`config.mk`:
```
export PLATFORM = sky130hd
export DESIGN_NAME = tga_truecolor_row_parser
export DESIGN_NICKNAME = d
export VERILOG_FILES = /design/src/rtl/tgarow_pkg.sv /design/src/rtl/tgarow_engine.sv /design/src/rtl/tga_truecolor_row_parser.sv
export SDC_FILE = /design/constraint.sdc
export NUM_CORES = 1
export LEC_CHECK = 0
export ABC_AREA = 0
export BUFFER_PORTS_ARGS = -buffer_cell sky130_fd_sc_hd__clkbuf_2
export CORE_ASPECT_RATIO = 1.2
export CORE_UTILIZATION = 45
export DETAILED_ROUTE_END_ITERATION = 12
export PLACE_DENSITY_LB_ADDON = 0.08
export SLEW_MARGIN = 25
export SYNTH_ARGS = -nofsm -noshare
export SYNTH_HDL_FRONTEND = slang
export SYNTH_SLANG_ARGS = --single-unit
```
`constraint.sdc`:
```
create_clock -name clk -period 24 [get_ports clk]
set_clock_uncertainty 0.2 [all_clocks]
set_input_delay 2.4 -clock clk [delete_from_list [all_inputs] [get_ports clk]]
set_output_delay 2.4 -clock clk [all_outputs]
set_load 0.01 [all_outputs]
```
`src/rtl/tgarow_pkg.sv`:
```
package tgarow_pkg;

  localparam int HeaderBytes = 18;

  // Parser phases
  localparam logic [1:0] PH_HEADER = 2'd0;
  localparam logic [1:0] PH_SKIP   = 2'd1;
  localparam logic [1:0] PH_PIXELS = 2'd2;
  localparam logic [1:0] PH_DONE   = 2'd3;

  // Result status codes
  localparam logic [2:0] ST_PIXEL  = 3'd0;
  localparam logic [2:0] ST_CMAP   = 3'd1;
  localparam logic [2:0] ST_TYPE   = 3'd2;
  localparam logic [2:0] ST_DEPTH  = 3'd3;
  localparam logic [2:0] ST_HEIGHT = 3'd4;
  localparam logic [2:0] ST_TRUNC  = 3'd5;

  localparam logic [7:0] TrueColorType = 8'd2;
  localparam logic [7:0] TrueColorBpp  = 8'd24;

  typedef struct packed {
    logic [7:0] data_byte;
    logic       file_start;
    logic       file_end;
  } in_item_t;

  typedef struct packed {
    logic [2:0]  status;
    logic [7:0]  red;
    logic [7:0]  green;
    logic [7:0]  blue;
    logic [15:0] pixel_index;
    logic [15:0] image_width;
    logic        last_pixel;
  } result_t;

endpackage

```
`src/rtl/tgarow_engine.sv`:
```
module tgarow_engine (
  input  logic                clk,
  input  logic                rst,
  input  logic                step,
  input  tgarow_pkg::in_item_t item,
  output logic                has_result,
  output tgarow_pkg::result_t result
);
  import tgarow_pkg::*;

  logic [1:0]  phase, phase_next, phase_cur;
  logic [4:0]  hpos, hpos_next, hpos_cur;
  logic [7:0]  id_len, id_len_next, id_len_cur;
  logic [7:0]  cmap_type, cmap_type_next, cmap_type_cur;
  logic [7:0]  img_type, img_type_next, img_type_cur;
  logic [15:0] cmap_len, cmap_len_next, cmap_len_cur;
  logic [7:0]  cmap_depth, cmap_depth_next, cmap_depth_cur;
  logic [15:0] width, width_next, width_cur;
  logic [15:0] height, height_next, height_cur;
  logic [7:0]  depth, depth_next, depth_cur;
  logic [21:0] skip, skip_next, skip_cur;
  logic [1:0]  byte_phase, byte_phase_next, byte_phase_cur;
  logic [7:0]  held_blue, held_blue_next, held_blue_cur;
  logic [7:0]  held_green, held_green_next, held_green_cur;
  logic [15:0] done_cnt, done_cnt_next, done_cnt_cur;

  logic [4:0]  hpos_inc;
  logic [20:0] cmap_bytes;
  logic [21:0] skip_total;
  logic [21:0] skip_dec;
  logic [16:0] idx_inc;
  logic        is_last;
  logic        emitted;

  // A start byte sees the reset state
  always_comb begin
    if (item.file_start) begin
      phase_cur      = PH_HEADER;
      hpos_cur       = '0;
      id_len_cur     = '0;
      cmap_type_cur  = '0;
      img_type_cur   = '0;
      cmap_len_cur   = '0;
      cmap_depth_cur = '0;
      width_cur      = '0;
      height_cur     = '0;
      depth_cur      = '0;
      skip_cur       = '0;
      byte_phase_cur = '0;
      held_blue_cur  = '0;
      held_green_cur = '0;
      done_cnt_cur   = '0;
    end else begin
      phase_cur      = phase;
      hpos_cur       = hpos;
      id_len_cur     = id_len;
      cmap_type_cur  = cmap_type;
      img_type_cur   = img_type;
      cmap_len_cur   = cmap_len;
      cmap_depth_cur = cmap_depth;
      width_cur      = width;
      height_cur     = height;
      depth_cur      = depth;
      skip_cur       = skip;
      byte_phase_cur = byte_phase;
      held_blue_cur  = held_blue;
      held_green_cur = held_green;
      done_cnt_cur   = done_cnt;
    end
  end

  always_comb begin
    phase_next      = phase_cur;
    hpos_next       = hpos_cur;
    id_len_next     = id_len_cur;
    cmap_type_next  = cmap_type_cur;
    img_type_next   = img_type_cur;
    cmap_len_next   = cmap_len_cur;
    cmap_depth_next = cmap_depth_cur;
    width_next      = width_cur;
    height_next     = height_cur;
    depth_next      = depth_cur;
    skip_next       = skip_cur;
    byte_phase_next = byte_phase_cur;
    held_blue_next  = held_blue_cur;
    held_green_next = held_green_cur;
    done_cnt_next   = done_cnt_cur;
    emitted         = 1'b0;
    result          = '0;

    hpos_inc   = hpos_cur + 5'd1;
    cmap_bytes = 21'({5'd0, cmap_len_next} * {16'd0, cmap_depth_next[7:3]});
    skip_total = {14'd0, id_len_next} + {1'b0, cmap_bytes};
    skip_dec   = skip_cur - 22'd1;
    idx_inc    = {1'b0, done_cnt_cur} + 17'd1;
    is_last    = idx_inc >= {1'b0, width_cur};

    case (phase_cur)
      PH_HEADER: begin
        case (hpos_cur)
          5'd0:  id_len_next = item.data_byte;
          5'd1:  cmap_type_next = item.data_byte;
          5'd2:  img_type_next = item.data_byte;
          5'd5:  cmap_len_next = {8'd0, item.data_byte};
          5'd6:  cmap_len_next = {item.data_byte, cmap_len_cur[7:0]};
          5'd7:  cmap_depth_next = item.data_byte;
          5'd12: width_next = {8'd0, item.data_byte};
          5'd13: width_next = {item.data_byte, width_cur[7:0]};
          5'd14: height_next = {8'd0, item.data_byte};
          5'd15: height_next = {item.data_byte, height_cur[7:0]};
          5'd16: depth_next = item.data_byte;
          default: ;
        endcase
        hpos_next = hpos_inc;
        if (hpos_inc >= 5'(HeaderBytes)) begin
          // Format checks, in priority order
          if (cmap_type_next != 8'd0) begin
            emitted = 1'b1;
            result.status = ST_CMAP;
          end else if (img_type_next != TrueColorType) begin
            emitted = 1'b1;
            result.status = ST_TYPE;
          end else if (depth_next != TrueColorBpp) begin
            emitted = 1'b1;
            result.status = ST_DEPTH;
          end else if (height_next != 16'd1) begin
            emitted = 1'b1;
            result.status = ST_HEIGHT;
          end else begin
            skip_next = skip_total;
            if (skip_total != '0) phase_next = PH_SKIP;
            else if (width_next == '0) phase_next = PH_DONE;
            else phase_next = PH_PIXELS;
          end
        end
      end
      PH_SKIP: begin
        skip_next = skip_dec;
        if (skip_dec == '0) begin
          phase_next = (width_cur == '0) ? PH_DONE : PH_PIXELS;
        end
      end
      PH_PIXELS: begin
        if (byte_phase_cur == 2'd0) begin
          held_blue_next  = item.data_byte;
          byte_phase_next = 2'd1;
        end else if (byte_phase_cur == 2'd1) begin
          held_green_next = item.data_byte;
          byte_phase_next = 2'd2;
        end else begin
          byte_phase_next = 2'd0;
          emitted = 1'b1;
          if (item.file_end && !is_last) begin
            result.status = ST_TRUNC;
          end else begin
            result.status      = ST_PIXEL;
            result.red         = item.data_byte;
            result.green       = held_green_cur;
            result.blue        = held_blue_cur;
            result.pixel_index = done_cnt_cur;
            result.last_pixel  = is_last;
            result.image_width = width_cur;
            done_cnt_next      = idx_inc[15:0];
            if (is_last) phase_next = PH_DONE;
          end
        end
      end
      default: ;
    endcase

    // Early end of file
    if (!emitted && item.file_end && phase_cur != PH_DONE && phase_next != PH_DONE) begin
      emitted = 1'b1;
      result.status = ST_TRUNC;
    end

    // Common error fields
    if (emitted && result.status != ST_PIXEL) begin
      result.pixel_index = done_cnt_cur;
      result.image_width = width_next;
      result.last_pixel  = 1'b1;
      phase_next         = PH_DONE;
    end

    has_result = emitted && phase_cur != PH_DONE;
  end

  always_ff @(posedge clk) begin
    if (rst) begin
      phase      <= PH_HEADER;
      hpos       <= '0;
      id_len     <= '0;
      cmap_type  <= '0;
      img_type   <= '0;
      cmap_len   <= '0;
      cmap_depth <= '0;
      width      <= '0;
      height     <= '0;
      depth      <= '0;
      skip       <= '0;
      byte_phase <= '0;
      held_blue  <= '0;
      held_green <= '0;
      done_cnt   <= '0;
    end else if (step) begin
      phase      <= phase_next;
      hpos       <= hpos_next;
      id_len     <= id_len_next;
      cmap_type  <= cmap_type_next;
      img_type   <= img_type_next;
      cmap_len   <= cmap_len_next;
      cmap_depth <= cmap_depth_next;
      width      <= width_next;
      height     <= height_next;
      depth      <= depth_next;
      skip       <= skip_next;
      byte_phase <= byte_phase_next;
      held_blue  <= held_blue_next;
      held_green <= held_green_next;
      done_cnt   <= done_cnt_next;
    end
  end

endmodule

```
`src/rtl/tga_truecolor_row_parser.sv`:
```
// Channel   Direction  Valid      Stall      Word
// input     in         in_valid   in_stall   in_data  (data_byte, file_start, file_end)
// result    out        out_valid  out_stall  out_data (status, rgb, index, width, last)
//
// One word per cycle sustained while the result side does not stall. An accepted
// byte is loaded into the input register; the parser state and the result register
// then update together when the parser steps, which a result-side stall can hold off.
// Reset (rst, synchronous) puts the parser in the header phase at byte 0.
// A stall on the result side holds the parser step, which then stalls the input.
module tga_truecolor_row_parser (
  input  logic                 clk,
  input  logic                 rst,
  input  logic                 in_valid,
  output logic                 in_stall,
  input  tgarow_pkg::in_item_t in_data,
  output logic                 out_valid,
  input  logic                 out_stall,
  output tgarow_pkg::result_t  out_data
);
  import tgarow_pkg::*;

  logic     in_full;
  in_item_t in_reg;
  logic     out_free;
  logic     step;
  logic     has_result;
  result_t  result;

  // Advance the parser only when the result slot is empty or draining
  assign out_free = !out_valid || !out_stall;
  assign step     = in_full && out_free;
  assign in_stall = in_full && !out_free;

  // Input register: load on accept, drop once consumed
  always_ff @(posedge clk) begin
    if (rst) begin
      in_full <= 1'b0;
    end else if (in_valid && !in_stall) begin
      in_full <= 1'b1;
    end else if (step) begin
      in_full <= 1'b0;
    end
  end

  always_ff @(posedge clk) begin
    if (in_valid && !in_stall) begin
      in_reg <= in_data;
    end
  end

  tgarow_engine u_engine (
    .clk        (clk),
    .rst        (rst),
    .step       (step),
    .item       (in_reg),
    .has_result (has_result),
    .result     (result)
  );

  // Result register: hold under stall, load on each parser step
  always_ff @(posedge clk) begin
    if (rst) begin
      out_valid <= 1'b0;
    end else if (step) begin
      out_valid <= has_result;
    end else if (!out_stall) begin
      out_valid <= 1'b0;
    end
  end

  always_ff @(posedge clk) begin
    if (step && has_result) begin
      out_data <= result;
    end
  end

endmodule

```
==> results.json, run 1 <==
{
  "n_antenna_cell": 0,
  "drtIter0Drc": 855,
  "dieWidth_um": 163.2,
  "cts_inserted_buffers": 24,
  "grt_max_degree": 88,
  "holdBufCountCts": 0,
  "cts-root-buf": "clkbuf_16",
  "setup_violations": 0,
  "cts_tree": "yes",
  "largest_reg_flops": 60,
  "routed_wl_um": 39580,
  "grt_use_total_pct": 25.27,
  "p_leak_nw": 6.275,
  "postRouteAntennaNets": 0,
  "synth_fp_nets": 1733,
  "synth_top_cell_by_area": "dfxtp_1",
  "cp-start-kind": "flop",
  "core_um2": 30570,
  "drive_above_1_share_pct": 10.15,
  "initial_utilization_pct": 45.90,
  "layout_worst_path_cycle_share_pct": 32.18,
  "finalHoldViolations": 0,
  "rows": 70,
  "maxSlewHeadroom_pct": 33.17,
  "largest-register": "out_data",
  "yosys-top-cells-area": "dfxtp_1 (21%), edfxtp_1 (15%), fa_1 (7.1%)",
  "fmax_ghz": 0.1295,
  "powerDensity_nw_per_um2": 55.57,
  "max_stage_delay_ns": 0.79,
  "antenna_found_initial": 0,
  "first_global_vias": 11760,
  "required_ns": 23.98,
  "grt_pass1_wl_um": 64310,
  "post_drt_via_cell_ratio": 5.886,
  "dpl.hpwl_um": 27070,
  "nets": 1747,
  "synth.distinct_cells": 80,
  "cpMaxStageDelayCell": "nor2b_1",
  "cp.arrival_ns": 7.70,
  "crit_chain": "buf_4 > nor2b_1 > nand2_1 > fa_1 > inv_1 > fa_1 > inv_1 > fa_1 > inv_1 > ha_1 > and3_1 > a221oi_1 > o21ai_0 > a2111oi_0 > and4b_1 > nor4_1 > nand3b_1 > o211ai_2 > a21oi_2 > nor2_4 > buf_4",
  "vias": 11960,
  "worstSetupEndpointType": "flop",
  "grt_remaining_overflow": 0,
  "worst_pin_slew_ns": 0.9988,
  "cts_htree_levels": 1,
  "clock-sinks": 220,
  "grt_setup_unrepaired": "no",
  "die_h_um": 195.4,
  "fin_setup_tns_ns": 0,
  "yosys-top-cells-count": "nor2_1 (192), dfxtp_1 (150), nand2_1 (132), a22oi_1 (104), clkbuf_1 (92)",
  "crit_buf_inv": 5,
  "synth_area_um2": 14030,
  "clkTransAtPathRegs_ns": 0.06,
  "synthToLayoutAreaGrowth_pct": 10.38,
  "cts.repair.resized": 0,
  "ys_warn_count": 0,
  "syn_inst": 1604,
  "peakVddDrop_mv": 0.04499,
  "ys_seq_elements": 220,
  "synth_top_area_share_pct": 21.40,
  "fin_crit_ns": 7.724,
  "postCtsSetupBuffers": 0,
  "crit_fanout": 60,
  "gp_congestion": 0.8854,
  "utilization_pct": 50.67,
  "slew_viol_final": 0,
  "cp_top_family": "simple AND/OR/NAND/NOR gates",
  "yosysSeqAreaShare_pct": 36.38,
  "synth.most_common_cell": "nor2_1",
  "drt_first_pass_iters": 5,
  "outcome": "finished clean",
  "reg_top3": "out_data x60, u_engine.skip x22",
  "clk_path_buf_depth": 3,
  "syn_avg_cell_area_um2": 8.747,
  "synthArstFlopShare_pct": 0,
  "pin_count": 76,
  "die_area_um2": 31890,
  "drv_cap": 0,
  "synth_edf_count": 70,
  "crit_type": "reg -> reg",
  "min_path_type": "reg -> reg",
  "ys.flop_type": "dfxtp_1",
  "drc": 0,
  "numPortBuffers": 75,
  "wl_per_cell_um": 19.48,
  "clkLatencyLatePin_ns": 0.55
}
==> cell usage in the layout (no fill, tap or decap), types with 7 or more instances in the layout <==
cell type / netlist / final
a211oi_1: 8 / 7
a21oi_1: 77 / 75
a22o_1: 13 / 13
a22oi_1: 104 / 104
a311oi_1: 13 / 13
and2_1: 91 / 91
and3_1: 43 / 43
buf_4: 0 / 21
clkbuf_16: 0 / 24
clkbuf_2: 2 / 74
dfxtp_1: 150 / 150
edfxtp_1: 70 / 70
fa_1: 50 / 50
ha_1: 65 / 65
inv_1: 86 / 85
mux2i_1: 11 / 11
nand2_1: 132 / 132
nand2b_1: 9 / 9
nand3_1: 19 / 19
nand4_1: 14 / 14
nor2_1: 192 / 190
nor2b_1: 30 / 27
nor3_1: 29 / 29
nor3b_1: 12 / 12
nor4_1: 20 / 19
o211ai_1: 10 / 10
o21a_1: 9 / 9
o21ai_0: 62 / 61
o21ai_1: 11 / 12
o221ai_1: 11 / 11
or3_1: 8 / 8
xnor2_1: 21 / 21
xor2_1: 16 / 16
==> metal layers <==
metal / up-vias / track usage, % / part of all wire [%]
li1: 5742 / - / -
met1: 5832 / 32.22 / 43
met2: 299 / 43.60 / 49
met3: 87 / 2.782 / 4.1
met4: 0 / 9.277 / 3.3
met5: - / 0 / 0
==> tightest hold or removal path, stage by stage (launching register included) <==
cell	delay, ns
dfxtp_1	0.32
nand2_1	0.06
a21oi_1	0.06
==> through the flow <==
| step | hold slack [ns] | cell area [um^2] | setup WS, ns | cells | power (mW) |
|---|---|---|---|---|---|
| 2_1_floorplan | 0.2501 | 14030 | 14.63 | 1604 | 0.4616 |
| 3_3_place_gp | 0.2617 | 14670 | 16.56 | 1988 | 0.4878 |
| 3_5_place_dp | 0.2703 | 14670 | 16.33 | 1988 | 0.4879 |
| 4_1_cts | 0.2782 | 15480 | 16.32 | 2032 | 0.8689 |
| 5_1_grt | 0.3061 | 15490 | 15.78 | 2032 | 0.8933 |
| 6_report | 0.2905 | 15490 | 16.28 | 2032 | 0.8606 |
==> kinds of logic (layout without fill, tap and decap cells) <==
logic type / after synthesis / count (layout) / share of synthesized area (%)
adder cells (fa/ha/maj): 115 / 115 / 12.93
flip-flops: 220 / 220 / 36.38
buffers and inverters: 193 / 225 / 5.235
XOR/XNOR: 37 / 37 / 2.310
AND/OR/NAND/NOR: 646 / 646 / 23.66
multiplexers: 12 / 12 / 0.8650
AO/OA/AOI/OAI: 381 / 381 / 18.62
==> area by class of cell <==
| class | instances | area, um^2 |
|---|---|---|
| clock buffers | 31 | 636.9 |
| clock inverters | 13 | 165.2 |
| fillers | 2921 | 15080 |
| inverters | 86 | 322.8 |
| multi-input cells | 1191 | 8234 |
| flip-flops and latches | 220 | 5105 |
| well taps | 396 | 495.5 |
| repair buffers | 95 | 528.0 |
==> path summary, 6_finish.rpt <==
check,startpoint,end,slack (ns),cells past startpoint
worst max-delay path,in_reg[1]$_DFFE_PP_,out_data[52]$_SDFFCE_PP0P_,16.28,21
worst min register to register,u_engine.hpos[1]$_SDFFE_PP0P_,u_engine.hpos[1]$_SDFFE_PP0P_,0.29,2
worst max register to register,in_reg[1]$_DFFE_PP_,out_data[52]$_SDFFCE_PP0P_,16.28,21
worst min-delay path,u_engine.hpos[1]$_SDFFE_PP0P_,u_engine.hpos[1]$_SDFFE_PP0P_,0.29,2
==> where the power goes <==
group | internal [mW] | switching [mW] | total [mW]
Clock | 0.221 | 0.159 | 0.380
Combinational | 0.0256 | 0.0563 | 0.0819
Sequential | 0.391 | 0.00722 | 0.399
Total | 0.639 | 0.222 | 0.861
No activity file was read; power rests on OpenSTA's default activity.
==> inputs of run 2 (changes only) <==
Clock period 24 ns to 6.59 ns, I/O delays scaled along.
==> results.json, run 2 (same netlist as run 1, synthesis figures left out) <==
{
  "rows": 70,
  "slew_viol_final": 0,
  "utilization_pct": 51.51,
  "hold_ws_ns": 0.08689,
  "peakVddDrop_mv": 0.1915,
  "final_common_cell": "nor2_1",
  "nets": 1769,
  "routed_wl_um": 39360,
  "gp_congestion": 0.9004,
  "crit_type": "reg -> reg",
  "layout_worst_path_cycle_share_pct": 95.27,
  "grt_remaining_overflow": 0,
  "crit_fanout": 14,
  "largest-register": "out_data",
  "grt_max_degree": 89,
  "drive_above_1_share_pct": 11.87,
  "antenna_found_initial": 0,
  "postRouteAntennaNets": 0,
  "grt_use_total_pct": 24.73,
  "multi_input_area_um2": 8310,
  "cts_inserted_buffers": 25,
  "p_leak_nw": 6.385,
  "n_antenna_cell": 0,
  "first_global_vias": 11660,
  "finalHoldViolations": 0,
  "netSwitchingFraction_pct": 26.52,
  "ff_latch_area_um2": 5105,
  "powerDensity_nw_per_um2": 198.7,
  "worst_pin_slew_ns": 1.033,
  "outcome": "finished clean",
  "crit_start": "in_reg[1]$_DFFE_PP_",
  "dpl.hpwl_um": 27300,
  "die_area_um2": 31890,
  "clkLatencyLatePin_ns": 0.55,
  "clkTransAtPathRegs_ns": 0.06,
  "clock-sinks": 220,
  "post_drt_via_cell_ratio": 5.843,
  "final_cell_mix": "nor2_1 (190), dfxtp_1 (150), nand2_1 (132), a22oi_1 (104), and2_1 (90)",
  "worstReg2RegStart": "in_reg[1]$_DFFE_PP_",
  "worstSetupEndpointType": "flop",
  "wl_per_cell_um": 19.15,
  "worstHoldStart": "in_data[5]",
  "drt_first_pass_iters": 5,
  "dieWidth_um": 163.2,
  "vias": 12010,
  "sequentialPowerShare_pct": 46.5,
  "grt_pass1_wl_um": 63140,
  "synthToLayoutAreaGrowth_pct": 12.23,
  "intPower_mw": 2.299,
  "die_h_um": 195.4,
  "fin_crit_ns": 6.278,
  "comb_power_share_pct": 9.9,
  "switchingPower_mw": 0.8298,
  "largest_reg_flops": 60,
  "fillCellCount": 2872,
  "fmax_ghz": 0.1593,
  "cts_htree_levels": 1,
  "numPortBuffers": 75,
  "cp-start-kind": "flop",
  "cts_tree": "yes",
  "pwr-share-clk_pct": 43.6,
  "drtIter0Drc": 874,
  "required_ns": 6.70,
  "pin_count": 76,
  "min_path_type": "in -> reg",
  "cts-root-buf": "clkbuf_16",
  "clk_path_buf_depth": 3,
  "setup_violations": 0,
  "drv_cap": 0,
  "reg_top3": "out_data x60, u_engine.skip x22",
  "core_um2": 30570,
  "cp.arrival_ns": 6.38,
  "drc": 0,
  "initial_utilization_pct": 45.90,
  "holdBufCountCts": 0,
  "maxSlewHeadroom_pct": 30.91
}
==> run 2: cell count changes in the layout (fill, tap and decap cells not counted), moves of 3 or more <==
| cell | previous run | this run |
|---|---|---|
| buf_4 | 21 | 39 |
| clkbuf_1 | 6 | 9 |
| buf_12 | 0 | 3 |
| nor2b_4 | 0 | 3 |
| nor2b_1 | 27 | 24 |
==> run 2: critical path, cell delays in order (launching register included) <==
cell	delay [ns]
edfxtp_1	0.43
buf_12	0.18
nor2b_4	0.19
and2_1	0.18
fa_1	0.45
fa_1	0.54
inv_1	0.05
fa_1	0.47
inv_1	0.04
ha_1	0.33
a21o_1	0.27
a221oi_4	0.35
o21ai_1	0.10
xor2_1	0.17
or4_1	0.57
nor4_4	0.32
and3_1	0.25
o211ai_2	0.19
a31oi_4	0.32
buf_4	0.17
nor2b_1	0.04
a31o_2	0.21
==> run 2: path summary, 6_finish.rpt <==
check                                   to  slack (ns)  depth (start not counted)
min reg2reg  u_engine.hpos[1]$_SDFFE_PP0P_        0.28                          2
max reg2reg         out_data[17]$_DFFE_PP_        0.31                         21
min                    in_reg[5]$_DFFE_PP_        0.09                          1
max                 out_data[17]$_DFFE_PP_        0.31                         21
==> run 2: what timing repair did <==
action	in CTS	in global routing
resized for setup	0	3
buffers inserted	0	1
setup endpoints to repair	0	89
==> run 2: layout make-up <==
cell class	count	area share, %
clock buffer	35	4.346
clock inverter	11	0.6675
inverter	86	2.050
multi-input combinational	1191	52.78
sequential	220	32.42
tap	396	3.147
timing repair buffer	116	4.593
==> run 2: stage by stage <==
step | worst slack, ns | instance area (um^2) | setup TNS, ns | power (mW) | cells
after floorplan | -0.2010 | 14240 | -12.06 | 1.690 | 1604
after global placement | 0.2686 | 14920 | 0 | 1.787 | 2008
after detailed placement | 0.1991 | 14930 | 0 | 1.789 | 2008
after CTS | 0.1706 | 15720 | 0 | 3.149 | 2054
after global routing | -0.004602 | 15750 | -0.004602 | 3.234 | 2055
final | 0.3117 | 15750 | 0 | 3.129 | 2055
==> run 2: power groups by stage <==
stage          clock, mW  combinational (mW)  sequential [mW]
2_1_floorplan          0               0.214             1.48
3_3_place_gp           0               0.303             1.48
3_5_place_dp           0               0.305             1.48
4_1_cts             1.39               0.306             1.46
5_1_grt             1.44               0.339             1.46
6_report            1.36               0.310             1.46
==> run 2: layer usage <==
metal	part of all wire, %	up-vias	global-route usage, %	wire length, um
li1	-	5794	-	-
met1	46	5809	34.23	18130
met2	47	333	40.69	18330
met3	5.3	71	2.782	2075
met4	2.1	0	6.369	826
met5	0	-	0	0
